## config.mk

```make
export PLATFORM = sky130hd
export DESIGN_NAME = udp_norm
export DESIGN_NICKNAME = d
export VERILOG_FILES = /design/src/hdl/udp_pkg.sv /design/src/hdl/udp_norm.sv
export SDC_FILE = /design/constraint.sdc
export NUM_CORES = 2
export LEC_CHECK = 0
export BUFFER_PORTS_ARGS = -buffer_cell sky130_fd_sc_hd__buf_2
export CAP_MARGIN = 20
export CORE_MARGIN = 2
export CORE_UTILIZATION = 45
export CTS_BUF_LIST = sky130_fd_sc_hd__clkbuf_4 sky130_fd_sc_hd__clkbuf_8
export DETAILED_ROUTE_END_ITERATION = 10
export PLACE_DENSITY = 0.72
export SLEW_MARGIN = 10
export SYNTH_ARGS = -nofsm -noshare
export SYNTH_HDL_FRONTEND = slang
export SYNTH_SLANG_ARGS = --single-unit
```

## constraint.sdc

```tcl
create_clock -name i_clk -period 13.6 [get_ports i_clk]
set_input_delay 0.68 -clock i_clk [delete_from_list [all_inputs] [get_ports i_clk]]
set_output_delay 0.68 -clock i_clk [all_outputs]
set_load 0.005 [all_outputs]
```

## src/hdl/udp_pkg.sv

```systemverilog
`timescale 1ns / 1ps
`default_nettype none
// ----------------------------------------------------------------------------
// udp_pkg
// Shared types, constants and fixed-point helpers for the undistortion pipe.
// ----------------------------------------------------------------------------
package udp_pkg;

    localparam int ITERATIONS_DEF = 8;
    localparam int FRAC_BITS      = 28;
    localparam int NORM_SHIFT     = 12;
    localparam int CELL_STAGES    = 8;

    localparam logic signed [31:0] K1_TINY = 32'sd268;
    localparam logic signed [31:0] Q_MAX   = 32'sh7FFF_FFFF;
    localparam logic signed [31:0] Q_MIN   = 32'sh8000_0000;

    localparam logic [19:0] CENTER_X_RST = 20'd81920;
    localparam logic [19:0] CENTER_Y_RST = 20'd61440;
    localparam logic [31:0] INV_F_RST    = 32'd8589935;

    typedef enum logic [2:0] {
        REG_CENTER_X = 3'd0,
        REG_CENTER_Y = 3'd1,
        REG_INV_FX   = 3'd2,
        REG_INV_FY   = 3'd3,
        REG_K1       = 3'd4,
        REG_K2       = 3'd5,
        REG_P1       = 3'd6,
        REG_P2       = 3'd7
    } t_reg_idx;

    typedef struct packed {
        logic signed [31:0] k1;
        logic signed [31:0] k2;
        logic signed [31:0] p1;
        logic signed [31:0] p2;
    } t_coef;

    // saturate a wide signed value into Q4.28
    function automatic logic signed [31:0] sat(input logic signed [47:0] v);
        logic signed [31:0] res;
        if (v > 48'(Q_MAX)) begin
            res = Q_MAX;
        end else if (v < 48'(Q_MIN)) begin
            res = Q_MIN;
        end else begin
            res = v[31:0];
        end
        return res;
    endfunction

    // Q4.28 product, round half up, saturated
    function automatic logic signed [31:0] qmul(input logic signed [31:0] a,
                                                input logic signed [31:0] b);
        logic signed [63:0] pr;
        logic signed [63:0] sh;
        pr = 64'(a) * 64'(b);
        sh = (pr + 64'sd134217728) >>> FRAC_BITS;
        return sat(sh[47:0]);
    endfunction

    function automatic logic signed [31:0] add2(input logic signed [31:0] a,
                                                input logic signed [31:0] b);
        return sat(48'(a) + 48'(b));
    endfunction

endpackage
`default_nettype wire

```

## src/hdl/udp_norm.sv

```systemverilog
`timescale 1ns / 1ps
`default_nettype none
// ----------------------------------------------------------------------------
// udp_norm
// One-stage normalization: (pixel - center) * inv_focal, rounded to Q4.28.
// ----------------------------------------------------------------------------
module udp_norm (
    input  wire logic               i_clk,
    input  wire logic               i_rst_n,
    input  wire logic               i_en,
    input  wire logic               i_valid,
    input  wire logic [19:0]        i_pixel,
    input  wire logic [19:0]        i_center,
    input  wire logic [31:0]        i_inv_f,
    output logic                    o_valid,
    output logic signed [31:0]      o_norm
);
    logic signed [20:0] w_diff;
    logic signed [53:0] w_prod;
    logic signed [53:0] w_shift;
    logic               r_valid;
    logic signed [31:0] r_norm;

    assign w_diff  = $signed({1'b0, i_pixel}) - $signed({1'b0, i_center});
    assign w_prod  = 54'(w_diff) * 54'($signed({1'b0, i_inv_f}));
    assign w_shift = (w_prod + 54'sd2048) >>> udp_pkg::NORM_SHIFT;

    always_ff @(posedge i_clk) begin
        if (!i_rst_n) begin
            r_valid <= 1'b0;
        end else if (i_en) begin
            r_valid <= i_valid;
        end
    end

    always_ff @(posedge i_clk) begin
        if (i_en) begin
            r_norm <= udp_pkg::sat(w_shift[47:0]);
        end
    end

    assign o_valid = r_valid;
    assign o_norm  = r_norm;
endmodule
`default_nettype wire

```

# Word-level counts from Yosys, hierarchy flattened
# Index checks and enable logic that the tools add are counted.
[word_totals] regBits=33 inputBits=76 out_inout_bits=33 elab_cells=8
[classes] addsub=2 multipliers=1 n_lt_le_gt_ge=2 n_mux=1
[ops] cell="54-bit by 13-bit adder with 54-bit output, second input constant" count=1
[ops] cell="21-bit by 33-bit multiplier with 54-bit output" count=1
[ops] cell="42-bit by 32-bit greater-than comparator with 1-bit output, second input constant" count=1
[ops] cell="42-bit by 32-bit less-than comparator with 1-bit output, second input constant" count=1
[ops] cell="32-bit two-way mux" count=1
[ops] cell="20-bit by 20-bit subtractor with 21-bit output" count=1

# Logic depth before layout (Yosys ltp)
[logic_depth] word_depth=5 mapped_depth=44 mapped_depth_nobuf=42

# Worst setup path after synthesis
# Ideal clock, no wire load.
[synth_path] path_kind="input to register" from="input port i_pixel[0]" to="register r_norm[0] (netlist: o_norm[0]), data pin" setup_time_ns=0.142 arrival_time_ns=10.271 required_ns=13.458 setup_slack_ns=3.187 cell_stages=41 path_buffers=2 cell_sequence="inv_1 ha_1 inv_1 fa_1 a21o_1 a21oi_1 o21ai_0 a21oi_1 o21bai_1 a21oi_1 nor2b_1 o31ai_1 a2111o_1 and4b_1 xnor2_1 clkbuf_1 nand2_1 fa_1 [5 not listed] fa_1 inv_1 fa_1 inv_1 ha_1 a21o_1 a21o_1 a21oi_1 nor2_1 a211oi_1 o31ai_4 a221o_1 mux2_4 a2111oi_2 o311ai_1 o41a_1 buf_6 o21ai_2"
[synth_between] elab_chain_len=5 elab_cells_between_ends=6 cone_classes="add/sub: 2; mul: 1; order compare: 2; mux: 1"
[synth_rtl] element="start, declared" line="udp_norm.sv:12" rtl="input wire logic [19:0] i_pixel,"
[synth_rtl] element="20-bit by 20-bit subtractor with 21-bit output *" line="udp_norm.sv:24" rtl="assign w_diff = $signed({1'b0, i_pixel}) - $signed({1'b0, i_center});"
[synth_rtl] element="21-bit by 33-bit multiplier with 54-bit output *" line="udp_norm.sv:25" rtl="assign w_prod = 54'(w_diff) * 54'($signed({1'b0, i_inv_f}));"
[synth_rtl] element="54-bit by 13-bit adder with 54-bit output *" line="udp_norm.sv:26" rtl="assign w_shift = (w_prod + 54'sd2048) >>> udp_pkg::NORM_SHIFT;"
[synth_rtl] element="42-bit by 32-bit less-than comparator with 1-bit output" line="udp_pkg.sv:45" rtl="end else if (v < 48'(Q_MIN)) begin"
[synth_rtl] element="32-bit two-way mux" line="udp_pkg.sv:45"
[synth_rtl] element="end signal, assigned" line="udp_norm.sv:38" rtl="r_norm <= udp_pkg::sat(w_shift[47:0]);"
[synth_rtl] element="end, declared" line="udp_norm.sv:22" rtl="logic signed [31:0] r_norm;"
# Every way passes the cells marked *; elsewhere a longest branch is shown, timed or not.
# A chain may end at the register's enable or synchronous reset.

# Worst setup path in the final report
[layout_path] from="input port i_pixel[0]" to="register r_norm[21] (netlist: o_norm[21]), data pin"
# The elaborated chain is that of the path after synthesis.

==> tab_implementation.tex <==
\begin{tabular}{lr}
\hline
Metric & Value \\
\hline
\multicolumn{2}{l}{\textbf{Run status}} \\
Status & completed \\
\multicolumn{2}{l}{\textbf{Floorplan}} \\
Starting density of the core & 45.7\% \\
X dimension of the die & 235 µm \\
Die Y-Extent & roughly 240 µm \\
Placeable Area & 52700 µm² \\
I/O Pins & about 110 \\
Area of the die & about 55000 µm² \\
Rows & 84 \\
\multicolumn{2}{l}{\textbf{STA}} \\
Setup repair after global routing missed its margin & no \\
Fmax & between 80 and 90 MHz \\
Max-Slew Margin vs Limit & 32.7\% \\
Actual transition at the worst max-transition pin & just over 1 ns \\
Final count of hold timing violations & 0 \\
Setup clock skew after layout & 0 ns \\
Fin worst setup slack & between 1 and 1.5 ns \\
Number of max-slew violations in the final report & 0 \\
Final worst path period need & roughly 12 ns \\
Part of the cycle the worst path needs & between 80\% and 90\% \\
\# setup viols final & 0 \\
Setup TNS & 0 ns \\
\multicolumn{2}{l}{\textbf{Yosys}} \\
Total of warnings raised by yosys & 0 \\
Leading cell type by number of instances after synthesis & sky130\_fd\_sc\_hd\_\_inv\_1 \\
Ranking of synthesized cells by area & sky130\_fd\_sc\_hd\_\_fa\_1 47\%, sky130\_fd\_sc\_hd\_\_ha\_1 11\%, sky130\_fd\_sc\_hd\_\_inv\_1 11\% \\
Part of the Yosys area used for sequential elements & under 10\% \\
Ys async rst share & 0\% \\
Post-Synthesis Mean Instance Area & 8.77 µm² \\
Flip-flop cell with the highest count after synthesis & sky130\_fd\_sc\_hd\_\_edfxtp\_1 \\
Number of enable flip-flop cells after synthesis & 32 \\
Gate count after technology mapping & about 2700 \\
Largest area contributor in the synthesized netlist & sky130\_fd\_sc\_hd\_\_fa\_1 \\
Top cell type's share of synthesized area & 47.4\% \\
FF+latch count, synth & 33 \\
Synth top cells by count & 695 x sky130\_fd\_sc\_hd\_\_inv\_1, 569 x sky130\_fd\_sc\_hd\_\_fa\_1, 453 x sky130\_fd\_sc\_hd\_\_nand2\_1 \\
Number of nets in the synthesized netlist & 3601 \\
Mapped cell area & between 20000 and 25000 µm² \\
Netlist cell types & between 60 and 70 \\
\multicolumn{2}{l}{\textbf{Routing}} \\
Vias after detailed routing & 18190 \\
Routed wire length on met2 & 32500 µm \\
Detail Route met3 WL & around 3400 µm \\
\# DRC & 0 \\
WL per Instance & between 15 and 20 µm \\
Detailed Route Iter0 Violations & 1065 \\
Wirelength, routed & 61500 µm \\
Met1 routed wirelength after detailed routing & 23400 µm \\
Routed via count divided by cell count & 5.31 \\
Antenna Nets Post-Route & 0 \\
Highest routing layer actually used & met5 \\
First-pass DRT Iterations & 8 \\
\multicolumn{2}{l}{\textbf{CTS}} \\
Clock latency on the worst-skew pair & 0.30 ns \\
Post-CTS Resized & 0 \\
CTS tree & yes \\
Reg clk slew, reported paths & $\sim$0.080 ns \\
H-Tree Level Count & 2 \\
CTS Sinks & 33 \\
Num CTS Buffers & 5 \\
Max Root-Sink Buffers & 2 \\
Post-CTS setup buffers & 0 \\
Cell at the root of the clock tree & sky130\_fd\_sc\_hd\_\_clkbuf\_8 \\
Hold\_buf cts & 0 \\
\multicolumn{2}{l}{\textbf{Hold path}} \\
Hold Path End & o\_valid\$\_SDFFE\_PN0P\_ \\
Class of the most critical hold timing path & flip-flop to flip-flop \\
Hold path startpoint & o\_valid\$\_SDFFE\_PN0P\_ \\
Instance count along the most critical hold path & 2 \\
\multicolumn{2}{l}{\textbf{Global route}} \\
Total congestion overflow & 0 \\
GR Util All Layers & between 20\% and 30\% \\
Antenna violations before repair & 2 \\
Global-route wire length before repair & 101000 µm \\
Number of global-route vias before repair & a little under 20000 \\
Pin count of the biggest net entering global routing & 34 \\
\multicolumn{2}{l}{\textbf{Placed design}} \\
Placer congestion estimate & slightly above 0.9 \\
Number of input and output port buffers inserted & between 100 and 150 \\
Half-perimeter wire length of the detailed placement result & $\sim$50000 µm \\
Worst setup slack after placement & roughly 1.1 ns \\
\multicolumn{2}{l}{\textbf{Cells and area}} \\
Post-layout utilization of the core & approximately half \\
Layout net count & roughly 3600 \\
Share of post-route cells with drive strength above 1 & roughly 7.7\% \\
Area added between synthesis and finish & 5.20\% \\
\multicolumn{2}{l}{\textbf{Setup path}} \\
Arrival time at the worst endpoint & about 12 ns \\
Crit path max-delay cell type & sky130\_fd\_sc\_hd\_\_a21boi\_2 \\
Data required time at the worst endpoint & 13.72 ns \\
Worst path max stage delay & 0.81 ns \\
CP Buf/Inv Count & 8 \\
Worst setup path class & input pin to flip-flop \\
Worst Setup Start Kind & input pin \\
Worst R2R Start & o\_valid\$\_SDFFE\_PN0P\_ \\
Highest fanout seen on the critical path & 31 \\
Depth of the most critical reg-to-reg path & 2 \\
Capture instance of the worst register-to-register path & o\_valid\$\_SDFFE\_PN0P\_ \\
Top cell family by delay on the critical path & compound AO/OA/AOI/OAI gates \\
Category of the worst setup path capture point & flip-flop \\
R2R setup slack & around 13 ns \\
\multicolumn{2}{l}{\textbf{Run}} \\
Number of max-cap violations & 0 \\
\hline
\end{tabular}
==> layout make-up <==
| cell class | instances | area, µm² |
|---|---|---|
| Antenna cell | 1 | 2.50 |
| Clock buffer | 5 | 68.8 |
| Clock inverter | 3 | 12.5 |
| Fill cell | 4978 | 27400 |
| Inverter | 695 | 2610 |
| Multi-Input combinational cell | 1868 | 20000 |
| Sequential cell | 33 | 981 |
| Tap cell | 688 | 861 |
| Timing Repair Buffer | 133 | 756 |
==> flip-flops by register name, indices dropped and copies added (netlist names) <==
register,count
o_norm,32
o_valid,1
==> worst reg2reg max path: cells and delay by family (launching register included) <==
| kind | cells | cell delay (ns) |
|---|---|---|
| flip-flops | 1 | 0.31 |
| multiplexers | 1 | 0.12 |
| AND/OR/NAND/NOR | 1 | 0.06 |
==> cell usage in the layout, fill, tap and decap left out, types with 7 or more instances in the layout <==
cell / netlist / layout
sky130_fd_sc_hd__edfxtp_1: 32 / 32
sky130_fd_sc_hd__o21ai_2: 30 / 30
sky130_fd_sc_hd__inv_1: 695 / 695
sky130_fd_sc_hd__and2_1: 85 / 85
sky130_fd_sc_hd__o31a_1: 7 / 7
sky130_fd_sc_hd__nor2b_1: 13 / 13
sky130_fd_sc_hd__nand4_1: 9 / 9
sky130_fd_sc_hd__xnor2_1: 29 / 19
sky130_fd_sc_hd__nor3_1: 29 / 28
sky130_fd_sc_hd__a21oi_1: 50 / 50
sky130_fd_sc_hd__buf_4: 0 / 22
sky130_fd_sc_hd__nand2_1: 453 / 453
sky130_fd_sc_hd__buf_2: 3 / 108
sky130_fd_sc_hd__o21a_1: 10 / 10
sky130_fd_sc_hd__a211oi_1: 8 / 8
sky130_fd_sc_hd__nand2b_1: 44 / 44
sky130_fd_sc_hd__xor2_1: 19 / 17
sky130_fd_sc_hd__fa_1: 569 / 568
sky130_fd_sc_hd__a21o_1: 36 / 36
sky130_fd_sc_hd__nor2_1: 58 / 56
sky130_fd_sc_hd__a31oi_1: 16 / 16
sky130_fd_sc_hd__ha_1: 214 / 214
sky130_fd_sc_hd__and3_1: 28 / 28
sky130_fd_sc_hd__o31ai_1: 18 / 18
sky130_fd_sc_hd__xnor2_2: 0 / 10
sky130_fd_sc_hd__o21ai_0: 25 / 25
sky130_fd_sc_hd__nand3_1: 50 / 50
sky130_fd_sc_hd__or2_2: 12 / 12
==> logic make-up after synthesis <==
family / share of synthesized area [%]
compound gates: 7.26
xor+xnor: 1.75
fa+ha+maj: 58.5
buf+inv: 13.2
flops: 4.08
mux: 0.146
simple gates: 15.0
==> per-stage QoR <==
| step | std cells | hold WS (ns) | cell area, µm² |
|---|---|---|---|
| 2_1_floorplan | 2742 | 0.507 | 24000 |
| 3_3_place_gp | 3414 | 0.497 | 25200 |
| 3_5_place_dp | 3414 | 0.502 | 25200 |
| 4_1_cts | 3422 | 0.524 | 25200 |
| 5_1_grt | 3425 | 0.592 | 25300 |
| 6_report | 3426 | 0.514 | 25300 |
==> routing by layer <==
| layer | vias to the layer above | GRT usage [%] |
|---|---|---|
| met3 | 132 | 2.29 |
| met1 | 9292 | 28.4 |
| met2 | 625 | 41.7 |
| met5 | - | 0 |
| met4 | 2 | 7.84 |
| li1 | 8139 | - |
==> how the worst max path moves through the flow <==
stage	startpoint	to	slack, ns	cells after the start
2_1_floorplan	i_pixel[0]	o_norm[0]$_SDFFCE_PN1P_	3.19	41
3_3_place_gp	i_pixel[0]	o_norm[21]$_SDFFCE_PN1P_	1.37	41
3_5_place_dp	i_pixel[0]	o_norm[21]$_SDFFCE_PN1P_	1.12	41
4_1_cts	i_pixel[0]	o_norm[21]$_SDFFCE_PN1P_	1.46	41
5_1_grt	i_pixel[0]	o_norm[21]$_SDFFCE_PN1P_	0.81	40
6_report	i_pixel[0]	o_norm[21]$_SDFFCE_PN1P_	1.41	40
Power is not shown: default switching activity piles up to over one toggle a cycle in this logic, so the estimate is an artifact.
